File: src/rtl/core/fpr_pkg.sv
// fpr_pkg: shared types, codes and the byte-wise crc-16/ccitt-false update
// for the framed packet receiver; no dependencies
`default_nettype none

package fpr_pkg;

    localparam int unsigned BYTE_W    = 8;
    localparam int unsigned CRC_W     = 16;
    localparam int unsigned POS_W     = 9;
    localparam int unsigned EVENT_W   = 4;
    localparam int unsigned CFG_IDX_W = 3;

    localparam logic [CRC_W-1:0] CRC_INIT = 16'hFFFF;

    // configuration register indexes
    localparam logic [CFG_IDX_W-1:0] CFG_CODE_ACK        = 3'd0;
    localparam logic [CFG_IDX_W-1:0] CFG_CODE_NACK       = 3'd1;
    localparam logic [CFG_IDX_W-1:0] CFG_CODE_NOT_CONN   = 3'd2;
    localparam logic [CFG_IDX_W-1:0] CFG_CODE_PING       = 3'd3;
    localparam logic [CFG_IDX_W-1:0] CFG_CODE_DATA_FRAME = 3'd4;

    // reset values of the command codes
    localparam logic [BYTE_W-1:0] RST_CODE_ACK        = 8'd1;
    localparam logic [BYTE_W-1:0] RST_CODE_NACK       = 8'd2;
    localparam logic [BYTE_W-1:0] RST_CODE_NOT_CONN   = 8'd3;
    localparam logic [BYTE_W-1:0] RST_CODE_PING       = 8'd4;
    localparam logic [BYTE_W-1:0] RST_CODE_DATA_FRAME = 8'd5;

    typedef enum logic [EVENT_W-1:0] {
        EV_NONE    = 4'd0,
        EV_PAYLOAD = 4'd1,
        EV_ACK     = 4'd2,
        EV_NACK    = 4'd3,
        EV_NCONN   = 4'd4,
        EV_PING    = 4'd5,
        EV_GOOD    = 4'd6,
        EV_BAD     = 4'd7,
        EV_DROP    = 4'd8
    } t_event;

    typedef struct packed {
        t_event            event_res;
        logic [BYTE_W-1:0] payload_byte;
        logic [BYTE_W-1:0] payload_index;
        logic [BYTE_W-1:0] frame_length;
        logic [BYTE_W-1:0] frame_command;
        logic [CRC_W-1:0]  received_crc;
    } t_result;

    // one byte of crc-16/ccitt-false (poly 0x1021, msb first)
    function automatic logic [CRC_W-1:0] crc16_update(
        input logic [CRC_W-1:0]  crc,
        input logic [BYTE_W-1:0] data
    );
        logic [CRC_W-1:0] c;
        c = {crc[7:0], crc[15:8]};
        c = c ^ {8'h00, data};
        c = c ^ {12'h000, c[7:4]};
        c = c ^ {c[3:0], 12'h000};
        c = c ^ {3'b000, c[7:0], 5'b00000};
        return c;
    endfunction

endpackage

`default_nettype wire

File: src/rtl/core/fpr_if.sv
// fpr_if: valid/ready channel interfaces for the framed packet receiver
// (received bytes, result items, configuration writes); uses fpr_pkg
`default_nettype none

interface fpr_in_if;
    import fpr_pkg::*;
    logic              valid;
    logic              ready;
    logic [BYTE_W-1:0] rx_byte;
    modport source (output valid, output rx_byte, input ready);
    modport sink   (input valid, input rx_byte, output ready);
endinterface

interface fpr_out_if;
    import fpr_pkg::*;
    logic               valid;
    logic               ready;
    logic [EVENT_W-1:0] event_res;
    logic [BYTE_W-1:0]  payload_byte;
    logic [BYTE_W-1:0]  payload_index;
    logic [BYTE_W-1:0]  frame_length;
    logic [BYTE_W-1:0]  frame_command;
    logic [CRC_W-1:0]   received_crc;
    modport source (output valid, output event_res, output payload_byte,
                    output payload_index, output frame_length,
                    output frame_command, output received_crc, input ready);
    modport sink   (input valid, input event_res, input payload_byte,
                    input payload_index, input frame_length,
                    input frame_command, input received_crc, output ready);
endinterface

interface fpr_cfg_if;
    import fpr_pkg::*;
    logic                 valid;
    logic                 ready;
    logic [CFG_IDX_W-1:0] index;
    logic [BYTE_W-1:0]    data;
    modport source (output valid, output index, output data, input ready);
    modport sink   (input valid, input index, input data, output ready);
endinterface

`default_nettype wire

File: src/rtl/core/fpr_parser.sv
// fpr_parser: command code registers, frame parse state and running crc;
// produces one result per accepted byte; uses fpr_pkg and fpr_cfg_if
`default_nettype none

module fpr_parser (
    input  wire logic                  i_clk,
    input  wire logic                  i_rst_n,
    fpr_cfg_if.sink                    i_cfg,
    input  wire logic                  i_push,
    input  wire logic [7:0]            i_rx_byte,
    output fpr_pkg::t_result           o_res
);
    import fpr_pkg::*;

    logic [BYTE_W-1:0] r_code_ack, r_code_nack, r_code_nconn, r_code_ping, r_code_data;

    logic [POS_W-1:0]  r_pos, n_pos;
    logic [BYTE_W-1:0] r_cmd, n_cmd;
    logic [BYTE_W-1:0] r_len, n_len;
    logic [BYTE_W-1:0] r_cnt, n_cnt;
    logic [CRC_W-1:0]  r_crc, n_crc;
    logic [BYTE_W-1:0] r_crc_lo, n_crc_lo;

    logic [POS_W-1:0]  w_pos;
    logic [POS_W-1:0]  w_len;
    logic [CRC_W-1:0]  w_crc_upd;
    logic [CRC_W-1:0]  w_rx_crc;

    assign i_cfg.ready = 1'b1;

    always_ff @(posedge i_clk) begin
        if (!i_rst_n) begin
            r_code_ack   <= RST_CODE_ACK;
            r_code_nack  <= RST_CODE_NACK;
            r_code_nconn <= RST_CODE_NOT_CONN;
            r_code_ping  <= RST_CODE_PING;
            r_code_data  <= RST_CODE_DATA_FRAME;
        end else if (i_cfg.valid) begin
            case (i_cfg.index)
                CFG_CODE_ACK:        r_code_ack   <= i_cfg.data;
                CFG_CODE_NACK:       r_code_nack  <= i_cfg.data;
                CFG_CODE_NOT_CONN:   r_code_nconn <= i_cfg.data;
                CFG_CODE_PING:       r_code_ping  <= i_cfg.data;
                CFG_CODE_DATA_FRAME: r_code_data  <= i_cfg.data;
                default: ;
            endcase
        end
    end

    assign w_pos     = r_pos + POS_W'(1);
    assign w_len     = {1'b0, r_len};
    assign w_crc_upd = crc16_update(r_crc, i_rx_byte);
    assign w_rx_crc  = {i_rx_byte, r_crc_lo};

    always_comb begin
        n_pos    = r_pos;
        n_cmd    = r_cmd;
        n_len    = r_len;
        n_cnt    = r_cnt;
        n_crc    = r_crc;
        n_crc_lo = r_crc_lo;
        o_res    = '0;
        o_res.event_res = EV_NONE;

        if (w_pos == POS_W'(1)) begin
            n_cmd = i_rx_byte;
            n_pos = '0;
            // first match wins when codes coincide
            if (i_rx_byte == r_code_ack) begin
                o_res.event_res = EV_ACK;
            end else if (i_rx_byte == r_code_nack) begin
                o_res.event_res = EV_NACK;
            end else if (i_rx_byte == r_code_nconn) begin
                o_res.event_res = EV_NCONN;
            end else if (i_rx_byte == r_code_ping) begin
                o_res.event_res = EV_PING;
            end else if (i_rx_byte == r_code_data) begin
                n_pos = POS_W'(1);
                n_crc = crc16_update(CRC_INIT, i_rx_byte);
            end else begin
                o_res.event_res = EV_DROP;
            end
        end else if (w_pos == POS_W'(2)) begin
            n_len = i_rx_byte;
            n_crc = w_crc_upd;
            n_pos = POS_W'(2);
        end else if (w_pos <= w_len + POS_W'(2)) begin
            o_res.event_res     = EV_PAYLOAD;
            o_res.payload_byte  = i_rx_byte;
            o_res.payload_index = r_cnt;
            n_cnt = r_cnt + BYTE_W'(1);
            n_crc = w_crc_upd;
            n_pos = w_pos;
        end else if (w_pos == w_len + POS_W'(3)) begin
            n_crc_lo = i_rx_byte;
            n_pos    = w_pos;
        end else begin
            o_res.received_crc = w_rx_crc;
            o_res.event_res    = (w_rx_crc == r_crc) ? EV_GOOD : EV_BAD;
            n_pos = '0;
            n_cnt = '0;
            n_crc = CRC_INIT;
        end

        o_res.frame_length  = n_len;
        o_res.frame_command = n_cmd;
    end

    always_ff @(posedge i_clk) begin
        if (!i_rst_n) begin
            r_pos    <= '0;
            r_cmd    <= '0;
            r_len    <= '0;
            r_cnt    <= '0;
            r_crc    <= CRC_INIT;
            r_crc_lo <= '0;
        end else if (i_push) begin
            r_pos    <= n_pos;
            r_cmd    <= n_cmd;
            r_len    <= n_len;
            r_cnt    <= n_cnt;
            r_crc    <= n_crc;
            r_crc_lo <= n_crc_lo;
        end
    end

endmodule

`default_nettype wire

File: src/rtl/core/fpr_out_buf.sv
// fpr_out_buf: result register plus skid register so a byte can be taken
// while a result waits downstream; uses fpr_pkg
`default_nettype none

module fpr_out_buf (
    input  wire logic             i_clk,
    input  wire logic             i_rst_n,
    input  wire logic             i_push,
    input  wire fpr_pkg::t_result i_res,
    output logic                  o_push_ready,
    output logic                  o_valid,
    input  wire logic             i_ready,
    output fpr_pkg::t_result      o_res
);
    import fpr_pkg::*;

    logic    r_out_v, n_out_v;
    logic    r_skid_v, n_skid_v;
    t_result r_out, n_out;
    t_result r_skid, n_skid;

    assign o_push_ready = !r_skid_v;
    assign o_valid      = r_out_v;
    assign o_res        = r_out;

    always_comb begin
        n_out_v  = r_out_v;
        n_skid_v = r_skid_v;
        n_out    = r_out;
        n_skid   = r_skid;
        if (r_out_v && !i_ready) begin
            // output stalled: park the new result
            if (i_push) begin
                n_skid   = i_res;
                n_skid_v = 1'b1;
            end
        end else if (r_skid_v) begin
            n_out   = r_skid;
            n_out_v = 1'b1;
            if (i_push) begin
                n_skid = i_res;
            end else begin
                n_skid_v = 1'b0;
            end
        end else begin
            n_out   = i_res;
            n_out_v = i_push;
        end
    end

    always_ff @(posedge i_clk) begin
        if (!i_rst_n) begin
            r_out_v  <= 1'b0;
            r_skid_v <= 1'b0;
        end else begin
            r_out_v  <= n_out_v;
            r_skid_v <= n_skid_v;
        end
    end

    always_ff @(posedge i_clk) begin
        r_out  <= n_out;
        r_skid <= n_skid;
    end

endmodule

`default_nettype wire

File: src/rtl/core/framed_packet_receiver_crc16_top.sv
// framed_packet_receiver_crc16_top: top level of the framed packet receiver
// depends on fpr_pkg, fpr_if (channel interfaces), fpr_parser and fpr_out_buf
`default_nettype none

// Takes received serial bytes on i_in, one per transaction, and parses
// messages [command, length, payload, crc low, crc high]. A command byte
// equal to the ack, nack, not-connected or ping code is a whole message on
// its own and gives one event; a data-frame code starts a frame, any other
// code is reported as dropped. Payload bytes come out one by one with their
// index, and the last crc byte reports good or bad for the crc-16/ccitt-false
// (initial 0xffff) over command, length and payload. Every byte gives exactly
// one result transaction on o_out. Throughput is one byte per clock while
// i_in is ready: each byte passes through the parser's next-state logic
// (one byte-wide crc update and the position compares) into the result
// register, or into the skid register behind it while o_out is stalled;
// this keeps i_in ready for one more byte, and i_in drops ready only when
// both the result and skid registers hold results. Command codes are
// written through i_cfg (index 0 ack, 1 nack, 2 not connected, 3 ping,
// 4 data frame), always ready, and should be written only while no message
// is in progress; a write mid-frame takes effect at the next command byte.
module framed_packet_receiver_crc16_top (
    input  wire logic i_clk,
    input  wire logic i_rst_n,
    fpr_in_if.sink    i_in,
    fpr_out_if.source o_out,
    fpr_cfg_if.sink   i_cfg
);
    import fpr_pkg::*;

    logic    w_push;
    logic    w_push_ready;
    t_result w_res;
    t_result w_out_res;

    // a byte is taken whenever the skid stage is free
    assign i_in.ready = w_push_ready;
    assign w_push     = i_in.valid && w_push_ready;

    fpr_parser u_parser (
        .i_clk     (i_clk),
        .i_rst_n   (i_rst_n),
        .i_cfg     (i_cfg),
        .i_push    (w_push),
        .i_rx_byte (i_in.rx_byte),
        .o_res     (w_res)
    );

    fpr_out_buf u_out_buf (
        .i_clk        (i_clk),
        .i_rst_n      (i_rst_n),
        .i_push       (w_push),
        .i_res        (w_res),
        .o_push_ready (w_push_ready),
        .o_valid      (o_out.valid),
        .i_ready      (o_out.ready),
        .o_res        (w_out_res)
    );

    // unpack the result register onto the output channel
    assign o_out.event_res     = w_out_res.event_res;
    assign o_out.payload_byte  = w_out_res.payload_byte;
    assign o_out.payload_index = w_out_res.payload_index;
    assign o_out.frame_length  = w_out_res.frame_length;
    assign o_out.frame_command = w_out_res.frame_command;
    assign o_out.received_crc  = w_out_res.received_crc;

    // an empty result register means nothing is parked, so input is ready
    a_ready_when_empty : assert property (@(posedge i_clk) disable iff (!i_rst_n)
        !o_out.valid |-> i_in.ready)
        else $error("input not ready with empty output");

    // o_out.valid is high in the cycle after every byte taken
    a_result_follows : assert property (@(posedge i_clk) disable iff (!i_rst_n)
        (i_in.valid && i_in.ready) |=> o_out.valid)
        else $error("no result after accepted byte");

    // payload fields are zero outside payload events
    a_payload_zero : assert property (@(posedge i_clk) disable iff (!i_rst_n)
        (o_out.valid && (o_out.event_res != EV_PAYLOAD)) |->
            (o_out.payload_byte == '0 && o_out.payload_index == '0))
        else $error("payload fields set outside payload event");

    // received crc only reported with the frame verdict
    a_crc_zero : assert property (@(posedge i_clk) disable iff (!i_rst_n)
        (o_out.valid && o_out.event_res != EV_GOOD && o_out.event_res != EV_BAD)
            |-> (o_out.received_crc == '0))
        else $error("received crc set outside frame end");

endmodule

`default_nettype wire
File: src/flat_wrapper.sv
// flat-port wrapper written by rule: the top's interface ports become plain ports
module framed_packet_receiver_crc16_top_flat import fpr_pkg::*;
  (i_clk, i_rst_n, i_in_valid, i_in_rx_byte, i_in_ready, o_out_valid, o_out_event_res, o_out_payload_byte, o_out_payload_index, o_out_frame_length, o_out_frame_command, o_out_received_crc, o_out_ready, i_cfg_valid, i_cfg_index, i_cfg_data, i_cfg_ready);
  fpr_in_if i_in_i ();
  fpr_out_if o_out_i ();
  fpr_cfg_if i_cfg_i ();
  input  wire logic i_clk;
  input  wire logic i_rst_n;
  input wire logic [$bits(i_in_i.valid)-1:0] i_in_valid;
  input wire logic [$bits(i_in_i.rx_byte)-1:0] i_in_rx_byte;
  output wire logic [$bits(i_in_i.ready)-1:0] i_in_ready;
  output wire logic [$bits(o_out_i.valid)-1:0] o_out_valid;
  output wire logic [$bits(o_out_i.event_res)-1:0] o_out_event_res;
  output wire logic [$bits(o_out_i.payload_byte)-1:0] o_out_payload_byte;
  output wire logic [$bits(o_out_i.payload_index)-1:0] o_out_payload_index;
  output wire logic [$bits(o_out_i.frame_length)-1:0] o_out_frame_length;
  output wire logic [$bits(o_out_i.frame_command)-1:0] o_out_frame_command;
  output wire logic [$bits(o_out_i.received_crc)-1:0] o_out_received_crc;
  input wire logic [$bits(o_out_i.ready)-1:0] o_out_ready;
  input wire logic [$bits(i_cfg_i.valid)-1:0] i_cfg_valid;
  input wire logic [$bits(i_cfg_i.index)-1:0] i_cfg_index;
  input wire logic [$bits(i_cfg_i.data)-1:0] i_cfg_data;
  output wire logic [$bits(i_cfg_i.ready)-1:0] i_cfg_ready;
  assign i_in_i.valid = i_in_valid;
  assign i_in_i.rx_byte = i_in_rx_byte;
  assign i_in_ready = i_in_i.ready;
  assign o_out_valid = o_out_i.valid;
  assign o_out_event_res = o_out_i.event_res;
  assign o_out_payload_byte = o_out_i.payload_byte;
  assign o_out_payload_index = o_out_i.payload_index;
  assign o_out_frame_length = o_out_i.frame_length;
  assign o_out_frame_command = o_out_i.frame_command;
  assign o_out_received_crc = o_out_i.received_crc;
  assign o_out_i.ready = o_out_ready;
  assign i_cfg_i.valid = i_cfg_valid;
  assign i_cfg_i.index = i_cfg_index;
  assign i_cfg_i.data = i_cfg_data;
  assign i_cfg_ready = i_cfg_i.ready;
  framed_packet_receiver_crc16_top u_core (.i_clk(i_clk), .i_rst_n(i_rst_n), .i_in(i_in_i), .o_out(o_out_i), .i_cfg(i_cfg_i));
endmodule
File: config.mk
export PLATFORM = sky130hd
export DESIGN_NAME = framed_packet_receiver_crc16_top_flat
export DESIGN_NICKNAME = d
export VERILOG_FILES = /design/src/rtl/core/fpr_pkg.sv /design/src/rtl/core/fpr_if.sv /design/src/rtl/core/fpr_parser.sv /design/src/rtl/core/fpr_out_buf.sv /design/src/rtl/core/framed_packet_receiver_crc16_top.sv /design/src/flat_wrapper.sv
export SDC_FILE = /design/constraint.sdc
export NUM_CORES = 1
export LEC_CHECK = 0
export CORE_MARGIN = 10
export CORE_UTILIZATION = 65
export CTS_BUF_LIST = sky130_fd_sc_hd__clkbuf_4 sky130_fd_sc_hd__clkbuf_8
export DETAILED_ROUTE_END_ITERATION = 8
export DONT_BUFFER_PORTS = 1
export GPL_TIMING_DRIVEN = 0
export PLACE_DENSITY = 0.81
export REMOVE_ABC_BUFFERS = 1
export SYNTH_ARGS = -nofsm -noshare
export SYNTH_HDL_FRONTEND = slang
export SYNTH_HIERARCHICAL = 1
export SYNTH_SLANG_ARGS = --single-unit
File: constraint.sdc
create_clock -name i_clk -period 6.2 [get_ports i_clk]
set_clock_uncertainty 0.05 [all_clocks]
set_input_delay 1.24 -clock i_clk [delete_from_list [all_inputs] [get_ports i_clk]]
set_output_delay 1.24 -clock i_clk [all_outputs]
set_load 0.005 [all_outputs]
### Yosys cells after proc, flatten, opt, wreduce, memory -nomap -nowiden

Cells that the tools add are included.

* memories: 0
* output and inout port bits: 55
* bits of input ports: 24
* register bits: 203
* RAM bits: 0
* bits in latches: 0
* bits in read-only memories: 0

* multiply operators: 0
* equality and inequality tests: 21
* divide/modulo/power cells: 0
* multiplexer cells: 48
* order comparisons: 1
* bitwise operators: 11
* $add $sub $neg: 4
* reductions and logical operators: 14
* shifts and indexed selects: 0

Operator list (number)
* 16-bit two-way mux: 15
* 52-bit two-way mux: 4
* 8-bit == test: 5
* 8-bit two-way mux: 5
* 9-bit two-way mux: 4
* 16-bit by 13-bit bitwise XOR with 16-bit output: 2
* 16-bit bitwise XOR: 2
* 16-bit by 4-bit bitwise XOR with 16-bit output: 2
* 4-bit two-way mux: 6
* 19-bit two-way mux: 1
* 8-bit by 2-bit adder with 9-bit output (second input constant): 2
* 16-bit == test: 1
* 8-bit NOT with 16-bit output: 1
* 16-bit by 8-bit bitwise XOR with 16-bit output: 1
* 2-bit != test (second input constant): 6
* 1-bit two-way mux: 11
* 2-bit AND reduction: 5
* 9-bit by 1-bit adder with 9-bit output (second input constant): 1
* 9-bit by 1-bit == test with 1-bit output (second input constant): 1
* 9-bit by 2-bit == test with 1-bit output (second input constant): 1
* 9-bit == test: 1
* 9-bit <= comparator: 1
* 8-bit by 1-bit adder with 8-bit output (second input constant): 1
* 7-bit AND reduction: 1
* other kinds (13): 19

### Longest topological paths before layout

* depth in word-level cells: 10
* gate-level depth with buffers: 15
* gate-level depth less buffers: 14

### Hierarchy

Netlist, hierarchy kept.

Modules (own cells, without submodules)
* fpr_parser: seq. area each 1941.9 µm², times used 1, area an instance 6397.4 µm², cells each 787
* fpr_out_buf: seq. area each 3163.0 µm², times used 1, area an instance 3991.3 µm², cells each 172
* framed_packet_receiver_crc16_top: seq. area each 0.0 µm², times used 1, area an instance 6.3 µm², cells each 1

### Worst setup path before layout

No wires, ideal clock.

* kind: register to register
* from: register u_core.u_parser.r_pos[0]
* to: register u_core.u_out_buf.r_out (netlist bit u_core/u_out_buf/o_res[49]), data pin
* library setup time: 129 ps
* path buffers: 1
* period minus slack after synthesis: 3570 ps
* cell stages (with the launch flop): 16
* required time: 6021 ps
* arrival time: 3391 ps
* path slack: 2630 ps
* cell sequence: dfxtp_1 -> ha_1 -> nand3_1 -> xnor2_1 -> inv_1 -> ha_1 -> and4_1 -> a21oi_1 -> and3_1 -> o21ai_0 -> nand3_1 -> nor2b_1 -> nor2b_1 -> clkbuf_1 -> o21bai_1 -> mux2_4

RTL lines
* start, declared: RTL line fpr_parser.sv:17 `logic [POS_W-1:0] r_pos, n_pos;`
* start signal, assigned: RTL line fpr_parser.sv:118 `r_pos <= n_pos;`
* end signal, assigned: RTL line fpr_out_buf.sv:62 `r_out <= n_out;`
* end, declared: RTL line fpr_out_buf.sv:19 `t_result r_out, n_out;`

==> flow_summary.ini <==
[routing]
drc = 0
drt-total-wl_um = 22400
wire_per_inst_um = 18.9
via_count = 6919
vias_per_cell = 5.84
drtPass1Iterations = 5
antenna_left = 0
drt_iter0_drc = 528

[cells_and_area]
ff_latch_area_um2 = 5110
layoutNonFillerInstCount = 1184
fillerInstances = 1155
multiInputGateArea_um2 = 4970
final_layout_size_suffix_gt1_share_pct = 16.2
syn_to_final_growth_pct = 7.73
layout_commonest_cell = nand2_1
diodes = 0
fin_nets = 980
layout_common_cells = 107 x nand2_1, 104 x edfxtp_1, 98 x dfxtp_1

[clocking]
cts_num_sinks = 203
hold_buffers = 0
clock_latency_ns = 0.52
cts_tree = done
cts_resized = 0
cts-root-buf = clkbuf_8
clkTransAtPathRegs_ns = 0.06
cts_buffers = 35
htree_levels = 2
post_cts_buffers = 0
clockBufferDepth = 3

[synthesis]
synthCells = 960
synth_cell_types = 67
synth-seq-area-share_pct = 49.1
synth_area_leaders = edfxtp_1 30%, dfxtp_1 19%, xnor2_1 5.6%
yosys.area.top_type = edfxtp_1
synth_top_area_share_pct = 30.0
synth_warnings = 6
ys_async_sr_fraction_pct = 0
synth_edf_count = 104
synth.avg_cell_area_um2 = 10.8
syn_area_um2 = 10400
synth-main-ff-cell = edfxtp_1
synth-seq-cells = 203

[status]
status = completed

[placement]
port-buffer-count = 0
routabilityCongestion = 0.914
dp_cells = 1120
hpwl_um = 14700

[floorplanning]
rows = 46
pin_count = 79
start_util_pct = 65.9
die_w_um = 146
die_y_um = 146
die_area_um2 = 21500
coreArea_um2 = 15800

[timing]
hold_violations = 0
final-setup-viol-count = 0
relSlewSlack_pct = 17.4
min_period_ns = 5.50
fmax_mhz = 182
finalMaxSlewViolations = 0
worstMarginPinSlew_ns = 1.24
layout_worst_path_cycle_share_pct = 88.7
whs_ns = 0.426
rsz0062_at_grt = false

[global_routing]
grt_overflow = 0
antenna_found_initial = 1
grt_pass1_vias = 6909
grt_first_pass_wirelength_um = 36500
grt_start_max_net_pins = 104
globalRouteTotalUtil_pct = 20.7

[power_and_ir_drop]
irDropWorstVdd_mv = 0.148
powerDensity_nw_per_um2 = 285
p_leak_nw = 4.13

[setup_path]
start_kind = register
path_buf_inv = 1
path_delay_family = simple AND/OR/NAND/NOR gates
crit_chain = ha_1, nand3_1, xnor2_1, inv_1, ha_1, and4_1, a21oi_1, and3_1, o21ai_0, nand3_1, nor2b_1, nor2b_1, o21bai_1, mux2_2
crit_path_max_fanout = 18
cp.arrival_ns = 5.83
critPathSlowestCell = nor2b_1
crit_type = reg -> reg
crit_required_ns = 6.53
max_stage_delay_ns = 1.04
end_kind = register

[run]
max_cap_violations = 0

[hold_path]
hold_class = reg -> reg
layout make-up:
cell class	count	area share [%]
Clock buffer	54	5.85
Clock inverter	10	0.514
Inverter	14	0.469
Multi-Input combinational cell	683	44.4
Sequential cell	203	45.6
Tap cell	216	2.41
Timing Repair Buffer	4	0.737
path summary, 6_finish.rpt:
| check | endpoint | cells after the start | start | slack (ns) |
|---|---|---|---|---|
| min | u_core/u_parser/r_code_ping[3] | 2 | u_core/u_parser/r_code_ping[3] | 0.43 |
| max reg2reg | u_core/u_out_buf/o_res[50] | 14 | u_core/u_parser/r_pos[0] | 0.70 |
| min reg2reg | u_core/u_parser/r_code_ping[3] | 2 | u_core/u_parser/r_code_ping[3] | 0.43 |
| max | u_core/u_out_buf/o_res[50] | 14 | u_core/u_parser/r_pos[0] | 0.70 |
through the flow:
step	cell area (µm²)	utilization (%)	TNS (ns)	power (mW)	setup slack, ns
after floorplan	10100	-	0	1.90	1.32
after global placement	10400	65.7	-13.69	1.98	-1.11
after detailed placement	10500	66.5	0	2.01	0.864
after CTS	11200	71.0	0	3.22	0.817
after global routing	11200	71.0	0	3.33	0.334
final	11200	71.0	0	3.19	0.698
logic make-up (layout without fill, tap and decap cells):
family	after synthesis	in the layout	synth area share (%)
AO/OA/AOI/OAI	135	135	9.28
XOR/XNOR	112	112	9.44
adder cells (fa/ha/maj)	15	15	1.81
buffers and inverters	74	82	3.36
flip-flops	203	203	49.1
multiplexers	74	74	9.22
other	1	1	0.0361
AND/OR/NAND/NOR	346	346	17.8
worst reg2reg max path, delay by kind of cell (launching register included):
family	cells	cell delay, ns
multiplexers	1	0.23
flip-flops	1	0.56
buffers and inverters	1	0.10
AO/OA/AOI/OAI	3	0.68
AND/OR/NAND/NOR	6	2.66
XOR/XNOR	1	0.41
adder cells (fa/ha/maj)	2	0.69
registers in the layout, indices dropped and copies added, names as in the netlist:
name                          flops
u_core/u_out_buf/o_res           52
u_core/u_out_buf/r_skid          52
u_core/u_parser/r_crc            16
u_core/u_parser/r_pos             9
u_core/u_parser/r_cmd             8
u_core/u_parser/r_cnt             8
u_core/u_parser/r_code_ack        8
u_core/u_parser/r_code_data       8
u_core/u_parser/r_code_nack       8
u_core/u_parser/r_code_nconn      8
u_core/u_parser/r_code_ping       8
u_core/u_parser/r_crc_lo          8
u_core/u_parser/r_len             8
u_core/u_out_buf/o_valid          1
u_core/u_out_buf/r_skid_v         1
synth_stat cells, types with 6 or more instances:
library cell and count:
edfxtp_1 104, nor2b_1 20, nor4_1 7, mux2i_1 8
ha_1 15, nor2_1 34, and3_1 11, nand2_1 107
inv_1 13, nand3_1 32, o211a_1 11, a21oi_1 11
nor3_1 14, xnor2_1 66, o21a_1 8, nand4_1 16
buf_2 6, o21ai_0 27, nor3b_1 19, mux2_4 36
a31oi_1 11, xor2_1 46, mux2_2 30, or2_2 11
and2_1 41, dfxtp_1 99, a21boi_0 33, clkbuf_1 40
buf_6 7, nand2b_1 11
where the power goes:
part	internal [mW]	switching, mW
registers	1.51	0.0692
logic	0.197	0.207
clock network	0.679	0.529
routing by layer:
layer,GRT usage [%],up-vias,part of all wire [%]
li1,-,3351,-
met1,26.2,3309,44
met2,33.7,227,47
met3,5.01,32,7.2
met4,8.06,0,2.2
met5,0,-,0
(Power assumes the default switching activity.)
